--- src/rtl/bse_pkg.sv ---
`timescale 1ns / 1ps
`default_nettype none

package bse_pkg;

  // Register indexes on the configuration port
  localparam logic [0:0] CFG_URL_ALPHABET = 1'b0;
  localparam logic [0:0] CFG_PAD_ENABLE   = 1'b1;

  // Padding sign
  localparam logic [6:0] PAD_CHAR = 7'h3D;

  // Group queue between front and back
  localparam int QUEUE_DEPTH = 2;

  // One completed or final group, ready to be expanded into characters
  typedef struct packed {
    logic [23:0] bits;      // first byte in the top bits, missing bytes zero
    logic [1:0]  ndata_m1;  // number of alphabet characters minus one
    logic [1:0]  total_m1;  // number of characters incl. padding minus one
    logic        last;      // group closes the message
  } group_t;

  // Map a 6-bit code to its ASCII character
  function automatic logic [6:0] char_of(input logic [5:0] code, input logic url);
    logic [6:0] c7;
    logic [6:0] ch;
    c7 = {1'b0, code};
    if (code < 6'd26) begin
      ch = c7 + 7'd65;
    end else if (code < 6'd52) begin
      ch = c7 + 7'd71;
    end else if (code < 6'd62) begin
      ch = c7 - 7'd4;
    end else if (code == 6'd62) begin
      ch = url ? 7'h2D : 7'h2B;
    end else begin
      ch = url ? 7'h5F : 7'h2F;
    end
    return ch;
  endfunction

endpackage

`default_nettype wire

--- src/rtl/base64_stream_encoder_core.sv ---
`timescale 1ns / 1ps
`default_nettype none
// Streaming Base64 encoder.
// Input channel in_*: one message byte per transfer in in_tdata, in_tlast on
// the final byte of a message. Output channel out_*: one ASCII character per
// transfer in out_tdata[6:0] (bit 7 is zero), out_tlast on the final character.
// Config channel cfg_*: index 0 selects the URL-safe alphabet, index 1 enables
// '=' padding; cfg_ready is always high. Write only while the block is idle.
// Each complete 3-byte group gives 4 characters; a final group of 1 or 2 bytes
// gives 2 or 3 characters plus padding up to 4 when enabled.
// Path: a completed group is written into the group queue, and its first
// character then into the output register that drives out_tvalid.
// Throughput: one character per cycle while out_tready is high; the input
// takes 3 bytes per 4 characters. The 2-entry group queue lets bytes arrive
// back to back as the back end drains; in_tready drops only when it is full.
// Receiver stall: the output register holds its character; the queue fills,
// then in_tready falls. Reset (rst_n low, synchronous) empties the queue,
// drops any partial group and restores standard alphabet with padding on.

module base64_stream_encoder_core (
  input  wire logic       clk,
  input  wire logic       rst_n,
  input  wire logic       in_tvalid,
  output logic            in_tready,
  input  wire logic [7:0] in_tdata,   // [7:0] data_byte
  input  wire logic       in_tlast,   // end_of_message
  output logic            out_tvalid,
  input  wire logic       out_tready,
  output logic [7:0]      out_tdata,  // [6:0] out_char, [7] zero
  output logic            out_tlast,  // last_char
  input  wire logic       cfg_valid,
  output logic            cfg_ready,
  input  wire logic [0:0] cfg_index,
  input  wire logic [0:0] cfg_data
);

  logic            url_r;
  logic            pad_r;
  logic            f_valid;
  logic            f_ready;
  bse_pkg::group_t f_grp;
  logic            q_valid;
  logic            q_pop;
  bse_pkg::group_t q_grp;
  logic [6:0]      out_char;

  // Configuration registers
  assign cfg_ready = 1'b1;

  always_ff @(posedge clk) begin
    if (!rst_n) begin
      url_r <= 1'b0;
      pad_r <= 1'b1;
    end else if (cfg_valid && cfg_ready) begin
      unique case (cfg_index)
        bse_pkg::CFG_URL_ALPHABET: url_r <= cfg_data[0];
        bse_pkg::CFG_PAD_ENABLE:   pad_r <= cfg_data[0];
        default:                   ;
      endcase
    end
  end

  bse_front u_front (
    .clk        (clk),
    .rst_n      (rst_n),
    .in_valid   (in_tvalid),
    .in_ready   (in_tready),
    .in_byte    (in_tdata),
    .in_end     (in_tlast),
    .pad_enable (pad_r),
    .grp_valid  (f_valid),
    .grp_ready  (f_ready),
    .grp        (f_grp)
  );

  bse_queue u_queue (
    .clk      (clk),
    .rst_n    (rst_n),
    .wr_valid (f_valid),
    .wr_ready (f_ready),
    .wr_data  (f_grp),
    .rd_valid (q_valid),
    .rd_pop   (q_pop),
    .rd_data  (q_grp)
  );

  bse_back u_back (
    .clk          (clk),
    .rst_n        (rst_n),
    .grp_valid    (q_valid),
    .grp_pop      (q_pop),
    .grp          (q_grp),
    .url_alphabet (url_r),
    .out_valid    (out_tvalid),
    .out_ready    (out_tready),
    .out_char     (out_char),
    .out_last     (out_tlast)
  );

  assign out_tdata = {1'b0, out_char};

endmodule

`default_nettype wire

--- src/rtl/bse_front.sv ---
`timescale 1ns / 1ps
`default_nettype none

module bse_front (
  input  wire logic             clk,
  input  wire logic             rst_n,
  input  wire logic             in_valid,
  output logic                  in_ready,
  input  wire logic [7:0]       in_byte,
  input  wire logic             in_end,
  input  wire logic             pad_enable,
  output logic                  grp_valid,
  input  wire logic             grp_ready,
  output bse_pkg::group_t       grp
);

  logic [7:0] pend0_r, pend0_nxt;
  logic [7:0] pend1_r, pend1_nxt;
  logic [1:0] cnt_r, cnt_nxt;
  logic       accept;
  logic       complete;

  // Take a byte only when the queue can absorb a group
  assign in_ready = grp_ready;
  assign accept   = in_valid && in_ready;
  assign complete = (cnt_r == 2'd2) || in_end;

  // Build the group entry from pending bytes and the new byte
  always_comb begin
    grp          = '0;
    grp.last     = in_end;
    unique case (cnt_r)
      2'd2: begin
        grp.bits     = {pend0_r, pend1_r, in_byte};
        grp.ndata_m1 = 2'd3;
        grp.total_m1 = 2'd3;
      end
      2'd1: begin
        grp.bits     = {pend0_r, in_byte, 8'h00};
        grp.ndata_m1 = 2'd2;
        grp.total_m1 = pad_enable ? 2'd3 : 2'd2;
      end
      default: begin
        grp.bits     = {in_byte, 16'h0000};
        grp.ndata_m1 = 2'd1;
        grp.total_m1 = pad_enable ? 2'd3 : 2'd1;
      end
    endcase
  end

  assign grp_valid = accept && complete;

  // Hold incomplete bytes, clear the count once a group leaves
  always_comb begin
    pend0_nxt = pend0_r;
    pend1_nxt = pend1_r;
    cnt_nxt   = cnt_r;
    if (accept) begin
      if (complete) begin
        cnt_nxt = 2'd0;
      end else begin
        if (cnt_r == 2'd0) begin
          pend0_nxt = in_byte;
        end else begin
          pend1_nxt = in_byte;
        end
        cnt_nxt = cnt_r + 2'd1;
      end
    end
  end

  always_ff @(posedge clk) begin
    if (!rst_n) begin
      cnt_r   <= 2'd0;
      pend0_r <= 8'h00;
      pend1_r <= 8'h00;
    end else begin
      cnt_r   <= cnt_nxt;
      pend0_r <= pend0_nxt;
      pend1_r <= pend1_nxt;
    end
  end

endmodule

`default_nettype wire

--- src/rtl/bse_queue.sv ---
`timescale 1ns / 1ps
`default_nettype none

module bse_queue (
  input  wire logic             clk,
  input  wire logic             rst_n,
  input  wire logic             wr_valid,
  output logic                  wr_ready,
  input  wire bse_pkg::group_t  wr_data,
  output logic                  rd_valid,
  input  wire logic             rd_pop,
  output bse_pkg::group_t       rd_data
);

  localparam int PtrW = (bse_pkg::QUEUE_DEPTH > 1) ? $clog2(bse_pkg::QUEUE_DEPTH) : 1;
  localparam int CntW = $clog2(bse_pkg::QUEUE_DEPTH + 1);
  localparam logic [CntW-1:0] Full = CntW'(bse_pkg::QUEUE_DEPTH);
  localparam logic [PtrW-1:0] LastPtr = PtrW'(bse_pkg::QUEUE_DEPTH - 1);

  bse_pkg::group_t       slot_r [bse_pkg::QUEUE_DEPTH];
  logic [PtrW-1:0]       wr_ptr_r, wr_ptr_nxt;
  logic [PtrW-1:0]       rd_ptr_r, rd_ptr_nxt;
  logic [CntW-1:0]       cnt_r, cnt_nxt;
  logic                  do_wr;
  logic                  do_rd;

  assign wr_ready = (cnt_r != Full);
  assign rd_valid = (cnt_r != '0);
  assign rd_data  = slot_r[rd_ptr_r];
  assign do_wr    = wr_valid && wr_ready;
  assign do_rd    = rd_pop && rd_valid;

  // Advance pointers with wrap, track fill level
  always_comb begin
    wr_ptr_nxt = wr_ptr_r;
    rd_ptr_nxt = rd_ptr_r;
    cnt_nxt    = cnt_r;
    if (do_wr) begin
      wr_ptr_nxt = (wr_ptr_r == LastPtr) ? '0 : wr_ptr_r + PtrW'(1);
    end
    if (do_rd) begin
      rd_ptr_nxt = (rd_ptr_r == LastPtr) ? '0 : rd_ptr_r + PtrW'(1);
    end
    if (do_wr && !do_rd) begin
      cnt_nxt = cnt_r + CntW'(1);
    end else if (do_rd && !do_wr) begin
      cnt_nxt = cnt_r - CntW'(1);
    end
  end

  always_ff @(posedge clk) begin
    if (!rst_n) begin
      wr_ptr_r <= '0;
      rd_ptr_r <= '0;
      cnt_r    <= '0;
    end else begin
      wr_ptr_r <= wr_ptr_nxt;
      rd_ptr_r <= rd_ptr_nxt;
      cnt_r    <= cnt_nxt;
    end
  end

  // Payload storage, no reset
  always_ff @(posedge clk) begin
    if (do_wr) begin
      slot_r[wr_ptr_r] <= wr_data;
    end
  end

endmodule

`default_nettype wire

--- src/rtl/bse_back.sv ---
`timescale 1ns / 1ps
`default_nettype none

module bse_back (
  input  wire logic             clk,
  input  wire logic             rst_n,
  input  wire logic             grp_valid,
  output logic                  grp_pop,
  input  wire bse_pkg::group_t  grp,
  input  wire logic             url_alphabet,
  output logic                  out_valid,
  input  wire logic             out_ready,
  output logic [6:0]            out_char,
  output logic                  out_last
);

  logic [1:0] idx_r, idx_nxt;
  logic       valid_r, valid_nxt;
  logic [6:0] char_r, char_nxt;
  logic       last_r, last_nxt;
  logic       load;
  logic       take;
  logic [5:0] code;

  assign load = !valid_r || out_ready;
  assign take = load && grp_valid;

  // Pick the 6-bit code for the current character position
  always_comb begin
    unique case (idx_r)
      2'd0:    code = grp.bits[23:18];
      2'd1:    code = grp.bits[17:12];
      2'd2:    code = grp.bits[11:6];
      default: code = grp.bits[5:0];
    endcase
  end

  // Expand the head group one character per transfer
  always_comb begin
    idx_nxt   = idx_r;
    valid_nxt = valid_r;
    char_nxt  = char_r;
    last_nxt  = last_r;
    grp_pop   = 1'b0;
    if (load) begin
      valid_nxt = grp_valid;
    end
    if (take) begin
      char_nxt = (idx_r > grp.ndata_m1) ? bse_pkg::PAD_CHAR
                                        : bse_pkg::char_of(code, url_alphabet);
      last_nxt = grp.last && (idx_r == grp.total_m1);
      if (idx_r == grp.total_m1) begin
        grp_pop = 1'b1;
        idx_nxt = 2'd0;
      end else begin
        idx_nxt = idx_r + 2'd1;
      end
    end
  end

  always_ff @(posedge clk) begin
    if (!rst_n) begin
      idx_r   <= 2'd0;
      valid_r <= 1'b0;
    end else begin
      idx_r   <= idx_nxt;
      valid_r <= valid_nxt;
    end
  end

  // Output payload, no reset
  always_ff @(posedge clk) begin
    char_r <= char_nxt;
    last_r <= last_nxt;
  end

  assign out_valid = valid_r;
  assign out_char  = char_r;
  assign out_last  = last_r;

endmodule

`default_nettype wire

--- config.mk ---
export PLATFORM = sky130hd
export DESIGN_NAME = base64_stream_encoder_core
export DESIGN_NICKNAME = d
export VERILOG_FILES = /design/src/rtl/bse_pkg.sv /design/src/rtl/base64_stream_encoder_core.sv /design/src/rtl/bse_front.sv /design/src/rtl/bse_queue.sv /design/src/rtl/bse_back.sv
export SDC_FILE = /design/constraint.sdc
export NUM_CORES = 1
export LEC_CHECK = 0
export ABC_AREA = 1
export CORE_MARGIN = 1
export CORE_UTILIZATION = 40
export CTS_CLUSTER_SIZE = 25
export DETAILED_ROUTE_END_ITERATION = 10
export DONT_BUFFER_PORTS = 1
export HOLD_SLACK_MARGIN = 0.1
export SLEW_MARGIN = 20
export SYNTH_ARGS = -nofsm -noshare
export SYNTH_HDL_FRONTEND = slang
export SYNTH_SLANG_ARGS = --single-unit
--- constraint.sdc ---
create_clock -name clk -period 4.7 [get_ports clk]
set_input_delay 0.235 -clock clk [delete_from_list [all_inputs] [get_ports clk]]
set_output_delay 0.235 -clock clk [all_outputs]
set_load 0.02 [all_outputs]
* Word-level counts from Yosys, hierarchy flattened
Memories as Yosys holds them, arrays and structs flattened. A register that Yosys moved wholly into a read port is not among the register bits.
Cells that the tools add are included.
** Word-level totals
- Register bits :: 35
- Memory bits (writable) :: 58
- Memories kept :: 1
** Memories
- u_queue.slot_r :: depth 2, width 29, rd ports 1, clocked after Yosys merged registers in 1, write ports 1, RTL line bse_queue.sv:20 : bse_pkg::group_t slot_r [bse_pkg::QUEUE_DEPTH];
** Operators by class
- $add $sub $neg :: 9
- $lt $le $gt $ge :: 4
- Eq/ne operators :: 7
- Muxes and demuxes :: 22
- Bitwise operators :: 3
- Reduce and logical (&&, ||, !) cells :: 21
** Operators by type and width (count)
- 28-bit case mux with 2 select lines :: 1
- 7-bit 2-to-1 mux :: 5
- 6-bit case mux with 3 select lines :: 1
- 6-bit by 7-bit adder with 7-bit output, second input constant :: 2
- 6-bit < comparator, second input constant :: 2
- 2-bit 2-to-1 mux :: 5
- 1-bit 2-to-1 mux :: 9
- 1-bit logical AND :: 8
- 6-bit by 3-bit subtractor with 7-bit output, second input constant :: 1
- 2-bit by 1-bit adder with 2-bit output, second input constant :: 3
- 6-bit == test, second input constant :: 1
- 6-bit by 5-bit < comparator with 1-bit output, second input constant :: 1
- 3-bit AND reduction :: 2
- 2-bit by 1-bit == test with 1-bit output, second input constant :: 2
- 2-bit == test, second input constant :: 2
- 2-bit logical NOT :: 2
- 2-bit AND reduction :: 2
- 2-bit nonzero test :: 2
- 1-bit logical NOT :: 3
- 3-bit 2-to-1 mux :: 1
- 1-bit NOT :: 3
- 1-bit adder, second input constant :: 2
- 2-bit == test :: 1
- 2-bit > comparator :: 1
- other kinds (3) :: 4

* Longest topological paths before layout
Gate-level depths: netlist of run 1.
- Depth after elaboration :: 8
- Gate-level depth with buffers :: 19
- Depth with buffers taken out :: 18

* Cells and area by module
From an unflattened synthesis of run 1, not the netlist that was laid out.
** Second synthesis, totals
- Cells, all modules :: 531
- Area, all modules :: 4923.5 sq um
** By module, submodules not included
- bse_queue :: times used 1, cells an instance 127, area each 2373.5 sq um, seq. area each 1841.8 sq um
- bse_front :: times used 1, cells an instance 218, area each 1308.8 sq um, seq. area each 360.3 sq um
- bse_back :: times used 1, cells an instance 170, area each 1131.1 sq um, seq. area each 300.3 sq um
- base64_stream_encoder_core :: times used 1, cells an instance 16, area each 110.1 sq um, seq. area each 40.0 sq um

* Worst setup path after synthesis of run 1
Ideal clock, no wire load.
- Path type :: register to register
- Start point :: reg u_front.cnt_r[0]
- End point :: mem u_queue.slot_r[1][0] in the netlist's numbering (enable)
- Library setup time :: 0.416 ns
- Arrival time :: 2.258 ns
- Required time :: 4.284 ns
- Slack :: 2.026 ns
- Stages on the path, launching flop included :: 8
- Path buffers :: 1
- Period minus slack after synthesis :: 2.674 ns
- Cells stage by stage :: dfxtp_1 -> inv_1 -> ha_1 -> buf_2 -> nor2_2 -> nor2_1 -> inv_1 -> nor2_1
** Between the ends
- Word-level cells in the longest chain between the ends :: 6
** Ends and longest elaborated chain
- from (decl) :: RTL line bse_front.sv:19 : logic [1:0] cnt_r, cnt_nxt;
- from (signal assigned) :: RTL line bse_front.sv:78 : cnt_r <= cnt_nxt;
- 2-bit == test :: RTL line bse_front.sv:26 : assign complete = (cnt_r == 2'd2) || in_end;
- 1-bit logical OR :: RTL line bse_front.sv:26
- 1-bit logical AND :: RTL line bse_front.sv:51 : assign grp_valid = accept && complete;
- 1-bit logical AND :: RTL line bse_queue.sv:30 : assign do_wr = wr_valid && wr_ready;
- net u_queue.do_wr :: RTL line bse_queue.sv:24 : logic do_wr;
- 1-bit 2-to-1 mux :: RTL line bse_queue.sv:65 : if (do_wr) begin
- 1-bit 2-to-1 mux (not written as such) :: RTL line bse_queue.sv:66 : slot_r[wr_ptr_r] <= wr_data;
- to (decl) :: RTL line bse_queue.sv:20
The timed path passes the listed nets, and every way through them passes these cells.

* Worst setup path in the final report of run 1
- Start point :: reg u_back.idx_r[1]
- End point :: reg u_back.char_r[4] (netlist: u_back.out_char[4]), data pin
** Between the ends
- Word-level cells in the longest chain between the ends :: 7
** Ends and longest elaborated chain
- from (decl) :: RTL line bse_back.sv:17 : logic [1:0] idx_r, idx_nxt;
- from (signal assigned) :: RTL line bse_back.sv:66 : idx_r <= idx_nxt;
- parallel branches: the longest is 7 deep, another holds 6-bit by 3-bit subtractor with 7-bit output
- to (signal assigned) :: RTL line bse_back.sv:73 : char_r <= char_nxt;
- to (decl) :: RTL line bse_back.sv:19 : logic [6:0] char_r, char_nxt;
Several ways; the timed one is not identified.
A chain may end at the register's enable or synchronous reset.

==> results.yml, run 1 <==
run_status:
  status: "finished, final reports clean"
logic_synthesis:
  async_flop_share_pct: 0
  synth-seq-cells: 94
  syn_avg_cell_area_um2: 8.883
  synthFlopType: "edfxtp_1"
  yosys_warnings: 0
  synth_cell_types: 34
  syn_inst: 523
  netlist_area_mm2: 0.004646
  seq_area_frac_synth_pct: 54.73
  synth_edf_count: 66
  syn_nets: 552
power_and_ir_drop:
  p_int_uw: 1977
  p_switching_uw: 1333
  comb_power_share_pct: 40.1
  p_seq_share_pct: 36.1
  power.share.clock_pct: 23.7
  peakVddDrop_v: 0.0003481
  swShare_pct: 40.27
  power_density_mw_per_mm2: 636.6
  p_leak_uw: 0.002164
worst_setup_path:
  crit_required_ns: 4.81
  critPathBufInv: 2
  cp-end-kind: "flop"
  max_stage_delay_ns: 0.51
  cp-start-kind: "flop"
  crit_arrival_ns: 2.59
  cpMostUsedCell: "nand2_1"
  critPathTopFamily: "adder cells"
  cp_slowest_cell: "ha_1"
  crit_fanout: 14
  path_cells: "ha_1 > inv_1 > nand2_2 > nand2_4 > ha_1 > nand3_1 > nand2_1 > nand2_1 > nand3_1 > nand2_1 > inv_1 > nand2_1 > nand2_1"
  worstSetupPathType: "flop to flop"
grt:
  grt_max_degree: 30
  antenna_found_initial: 0
  grt_pass1_vias: 3304
  grt_pass1_wl_mm: 16.38
  grt_remaining_overflow: 0
  grt_usage_pct: 18.46
cells_and_area:
  drive_gt1_share_pct: 9.497
  synthToLayoutAreaGrowth_pct: 11.90
  final_cell_mix: "nand2_1, edfxtp_1, inv_1, a21oi_1, o21ai_0"
  utilization_pct: 46.93
  nets: 561
  mostFrequentLayoutCell: "nand2_1"
  final_cells: 677
  antenna_cells: 0
placement:
  dpl.cell_count: 646
  finalWeightedCongestion: 0.8672
  dp_hpwl_mm: 7.142
  port_buffers: 0
timing:
  fin_skew_ns: 0.004237
  hold_viol: 0
  fin_crit_ns: 2.484
  worstMarginPinSlew_ns: 0.7265
  rsz0062_at_grt: "no"
  period_share_pct: 52.84
  setup_viol: 0
  fmax_ghz: 0.4026
  hold_ws_ns: 0.1066
  relSlewSlack_pct: 51.30
  slew_viol_final: 0
  finalSetupTns_ns: 0
route:
  route.detailed.drc: 0
  first_pass_iters: 4
  drtIter0Drc: 156
  wirelength_mm: 10.09
  antenna_left: 0
  via_count: 3344
  viasPerCell: 4.939
  wl_per_cell_um: 14.90
floorplanning:
  design.core.area_mm2: 0.01108
  die-area_mm2: 0.01205
  rows: 38
  io_pins: 28
  dieHeight_um: 109.8
  die_w_um: 109.8
  start_util_pct: 41.94
clock_network:
  post_cts_buffers: 0
  path_clk_slew_ns: 0.06
  cts_resized: 0
  clk_latency_ns: 0.35
  cts_root_buf: "clkbuf_16"
  cts_tree: "built"
  cts_max_level: 3
  cts_hold_buf: 15
  cts_buffers: 9
  clock_path_buffers: 2
  clock-sinks: 94
job:
  maxCapViolCount: 0
min_path:
  hold_class: "input pin to flop"
metal layers:
metal  GRT usage [%]  share of wire (%)  up-vias
met5               0                  0        -
met4           10.95                3.6        0
met3           2.905                4.0       21
met2           29.34                 46       72
li1                -                  -     1727
met1           23.77                 47     1524
power by group through the flow:
stage          Combinational, µW  Clock (µW)  Sequential [µW]
2_1_floorplan               1170           0             1210
3_3_place_gp                1290           0             1210
3_5_place_dp                1310           0             1220
4_1_cts                     1330         798             1200
5_1_grt                     1520         826             1210
6_report                    1330         785             1200
metrics by stage:
stage / total power [µW] / worst slack (ns) / area (µm²)
floorplan: 2376 / 2.026 / 4646
global placement: 2501 / 2.299 / 4728
detailed placement: 2529 / 2.213 / 4728
CTS: 3326 / 2.208 / 5199
global route: 3555 / 1.934 / 5199
finish: 3310 / 2.216 / 5199
worst reg2reg max path, stage by stage, from the launching register on:
cell	delay, ns
dfxtp_1	0.43
ha_1	0.51
inv_1	0.32
nand2_2	0.17
nand2_4	0.09
ha_1	0.23
nand3_1	0.12
nand2_1	0.06
nand2_1	0.06
nand3_1	0.07
nand2_1	0.06
inv_1	0.04
nand2_1	0.05
nand2_1	0.04
logic make-up (layout without fill, tap and decap cells):
group | after synthesis | after routing | share of synthesized area (%)
compound gates | 89 | 89 | 10.37
xor+xnor | 4 | 4 | 0.7542
fa+ha+maj | 13 | 13 | 3.501
buf+inv | 84 | 98 | 7.837
flops | 94 | 94 | 54.73
mux | 1 | 1 | 0.2155
other cells | 2 | 2 | 0.1617
simple gates | 236 | 236 | 22.43
state kept, by name, summed over array words and instances, names as in the netlist, named ones only:
name	cells
u_back.idx_r	2
u_back.out_valid	1
u_front.pend1_r	8
u_front.cnt_r	2
u_queue.rd_ptr_r	1
pad_r	1
u_back.out_char	7
u_queue.cnt_r	2
u_queue.slot_r	58
u_back.out_last	1
u_queue.wr_ptr_r	1
u_front.pend0_r	8
url_r	1
worst paths after layout:
check,startpoint,cells past startpoint,endpoint,slack [ns]
setup / recovery,u_back.idx_r[1]$_SDFFE_PN0P_,13,u_back.out_char[4]$_SDFFCE_PN1P_,2.22
hold / removal,in_tdata[4],2,u_queue.slot_r[0][9]$_DFFE_PP_,0.11
setup reg to reg,u_back.idx_r[1]$_SDFFE_PN0P_,13,u_back.out_char[4]$_SDFFCE_PN1P_,2.22
hold reg to reg,u_front.pend0_r[2]$_SDFFE_PN0P_,2,u_front.pend0_r[2]$_SDFFE_PN0P_,0.49
synth_stat cells (5+ instances only):
cell      number  area (µm²)
nand3_1       32       160.2
clkbuf_1       6       22.52
nor2_1        32       120.1
buf_4          5       37.54
o211ai_1       7       52.55
nand2_2       10       62.56
buf_2          6       30.03
edfxtp_1      66        1982
nand2_1      145       544.3
dfxtp_1       28       560.5
ha_1          13       162.7
inv_1         60       225.2
a21oi_1       39       195.2
nand2_4        6       67.56
o21ai_0       34       170.2
area by class of cell:
| class | count | area, µm² |
|---|---|---|
| Fill cell | 1069 | 5879 |
| Inverter | 63 | 236.5 |
| Multi-Input combinational cell | 345 | 1744 |
| Tap cell | 140 | 175.2 |
| Sequential cell | 94 | 2542 |
| Clock inverter | 7 | 95.09 |
| Clock buffer | 9 | 225.2 |
| Timing Repair Buffer | 19 | 180.2 |
Note: power is estimated with default switching activity, not from simulation.
==> run 2: changes to the inputs <==
clock period = 2.5 ns   (was 4.7 ns; I/O delays follow)
==> run 2 against run 1 <==
Net effect: total power up 86%; non-clock buffer count rose by 8; routed wire length fell by 0.51%; critical endpoint unchanged; clock-buffer cell count rose by 2; die area unchanged; critical path depth up 2.
==> results.yml, run 2 (synthesis gave the netlist of run 1 again) <==
clock_network:
  clock-sinks: 94
  post_cts_buffers: 0
  cts_root_buf: "clkbuf_16"
  cts_buffers: 9
  cts_max_level: 3
  clock_path_buffers: 2
  cts_tree: "built"
  path_clk_slew_ns: 0.06
  clk_latency_ns: 0.34
grt:
  grt_remaining_overflow: 0
  grt_use_met1_pct: 24.37
  top_usage_layer: "met2"
  use_met3_pct: 3.438
  grt_pass1_wl_mm: 16.60
  use_met2_pct: 30.19
  grt_max_degree: 30
  antenna_found_initial: 0
  grt_pass1_vias: 3346
  grt_usage_pct: 18.88
cells_and_area:
  fin_area_mm2: 0.005231
  nets: 569
  largest_register_ffs: 58
  synthToLayoutAreaGrowth_pct: 12.60
  drive_gt1_share_pct: 10.83
  largestRegisters: "u_queue.slot_r x58, u_front.pend0_r x8, u_front.pend1_r x8"
  mostFrequentLayoutCell: "nand2_1"
  fillCellCount: 1056
  regMostFlops: "u_queue.slot_r"
  antenna_cells: 0
  final_cell_mix: "nand2_1, edfxtp_1, inv_1, a21oi_1, o21ai_0"
worst_setup_path:
  worstSetupPathType: "flop to flop"
  crit_fanout: 5
  critPathTopFamily: "simple AND/OR/NAND/NOR gates"
  max_stage_delay_ns: 0.38
  cp_slowest_cell: "dfxtp_2"
  path_depth: 15
  cpMostUsedCell: "nand2_1"
  timing.rr.start: "u_back.idx_r[1]$_SDFFE_PN0P_"
  cp-end-kind: "flop"
  rr_endpoint: "u_back.out_char[4]$_SDFFCE_PN1P_"
  critPathBufInv: 2
  path_cells: "inv_1 > ha_1 > a21oi_1 > nand3_1 > nand2_1 > nand2_1 > nand2_1 > ha_1 > nand3_1 > nand3_1 > nand3_1 > nand2_1 > inv_1 > nand2_1 > nand2_1"
  regToRegSetupSlack_ns: 0.27
  crit_required_ns: 2.59
  crit_arrival_ns: 2.32
  cp-start-kind: "flop"
  rr_worst_depth: 15
timing:
  period_share_pct: 89.10
  fin_skew_ns: 0.007798
  finalSetupTns_ns: 0
  relSlewSlack_pct: 50.91
  worstMarginPinSlew_ns: 0.7340
  setup_viol: 0
  fmax_ghz: 0.4489
  fin_crit_ns: 2.228
  rsz0062_at_grt: "no"
  hold_viol: 0
  slew_viol_final: 0
route:
  via_count: 3372
  wirelength_mm: 10.03
  route.detailed.drc: 0
  antenna_left: 0
  drtIter0Drc: 186
  first_pass_iters: 5
  viasPerCell: 4.923
  wl_per_cell_um: 14.65
min_path:
  min_path_cells: 2
  hp-start: "in_tvalid"
  hold_class: "input pin to flop"
  worstHoldEndpoint: "u_front.cnt_r[0]$_SDFFE_PN0P_"
power_and_ir_drop:
  peakVddDrop_v: 0.0005847
  p_leak_uw: 0.002191
  power_density_mw_per_mm2: 1177
run_status:
  status: "finished, final reports clean"
floorplanning:
  rows: 38
  dieHeight_um: 109.8
  die_w_um: 109.8
  start_util_pct: 41.94
  io_pins: 28
  die-area_mm2: 0.01205
  design.core.area_mm2: 0.01108
placement:
  port_buffers: 0
  finalWeightedCongestion: 0.8769
  dp_hpwl_mm: 7.282
  post_dp_cell_area_mm2: 0.004788
job:
  maxCapViolCount: 0
## run 2: how the worst max path moves through the flow
stage	from	slack (ns)	to
global route	u_back.idx_r[1]$_SDFFE_PN0P_	0.009	u_back.out_char[4]$_SDFFCE_PN1P_
floorplan	u_front.cnt_r[0]$_SDFFE_PN0P_	0.30	u_queue.slot_r[1][0]$_DFFE_PP_
finish	u_back.idx_r[1]$_SDFFE_PN0P_	0.27	u_back.out_char[4]$_SDFFCE_PN1P_
CTS	u_back.idx_r[1]$_SDFFE_PN0P_	0.18	u_back.out_char[4]$_SDFFCE_PN1P_
global placement	u_back.idx_r[1]$_SDFFE_PN0P_	0.33	u_back.out_char[4]$_SDFFCE_PN1P_
detailed placement	u_back.idx_r[1]$_SDFFE_PN0P_	0.20	u_back.out_char[4]$_SDFFCE_PN1P_
## run 2: power by group
group | switching, µW | internal, µW | total, µW | leakage [µW]
Sequential | 203 | 2060 | 2260 | 0.000843
Combinational | 1740 | 828 | 2560 | 0.00121
Clock | 559 | 778 | 1340 | 0.000140
## run 2: worst reg2reg max path: stages (launching register included)
cell     delay, ns
dfxtp_2       0.38
inv_1         0.09
ha_1          0.25
a21oi_1       0.18
nand3_1       0.09
nand2_1       0.12
nand2_1       0.06
nand2_1       0.13
ha_1          0.19
nand3_1       0.12
nand3_1       0.09
nand3_1       0.08
nand2_1       0.06
inv_1         0.04
nand2_1       0.04
nand2_1       0.05
## run 2: repair_timing
| action | CTS | global route |
|---|---|---|
| resized for setup | 0 | 2 |
| hold endpoints to repair | 67 | 0 |
| hold buffers | 15 | 0 |
| endpoints found under the setup margin | 0 | 1 |
## run 2: final cells by class
cell class | count | area [µm²] | area share, %
clock inverters | 5 | 57.56 | 1.100
inverters | 63 | 236.5 | 4.520
repair buffers | 27 | 240.2 | 4.592
multi-input cells | 345 | 1744 | 33.34
flip-flops and latches | 94 | 2545 | 48.65
clock buffers | 11 | 232.7 | 4.449
well taps | 140 | 175.2 | 3.348
## run 2: metrics by stage
stage	util [%]	setup WS [ns]	hold slack, ns	total power (µW)	instances
after floorplan	-	0.3032	0.2239	4468	523
after global placement	43.22	0.3322	0.2144	4778	654
after detailed placement	43.22	0.1969	0.2234	4815	654
after CTS	47.20	0.1850	0.1016	6196	685
after global routing	47.22	0.009147	0.1407	6680	685
final	47.22	0.2724	0.1093	6157	685
## run 2: per-layer routing
metal  part of all wire (%)  wire length (µm)
met3                    3.5               353
met4                    1.6               159
met2                     48              4798
met1                     47              4723
met5                      0                 0
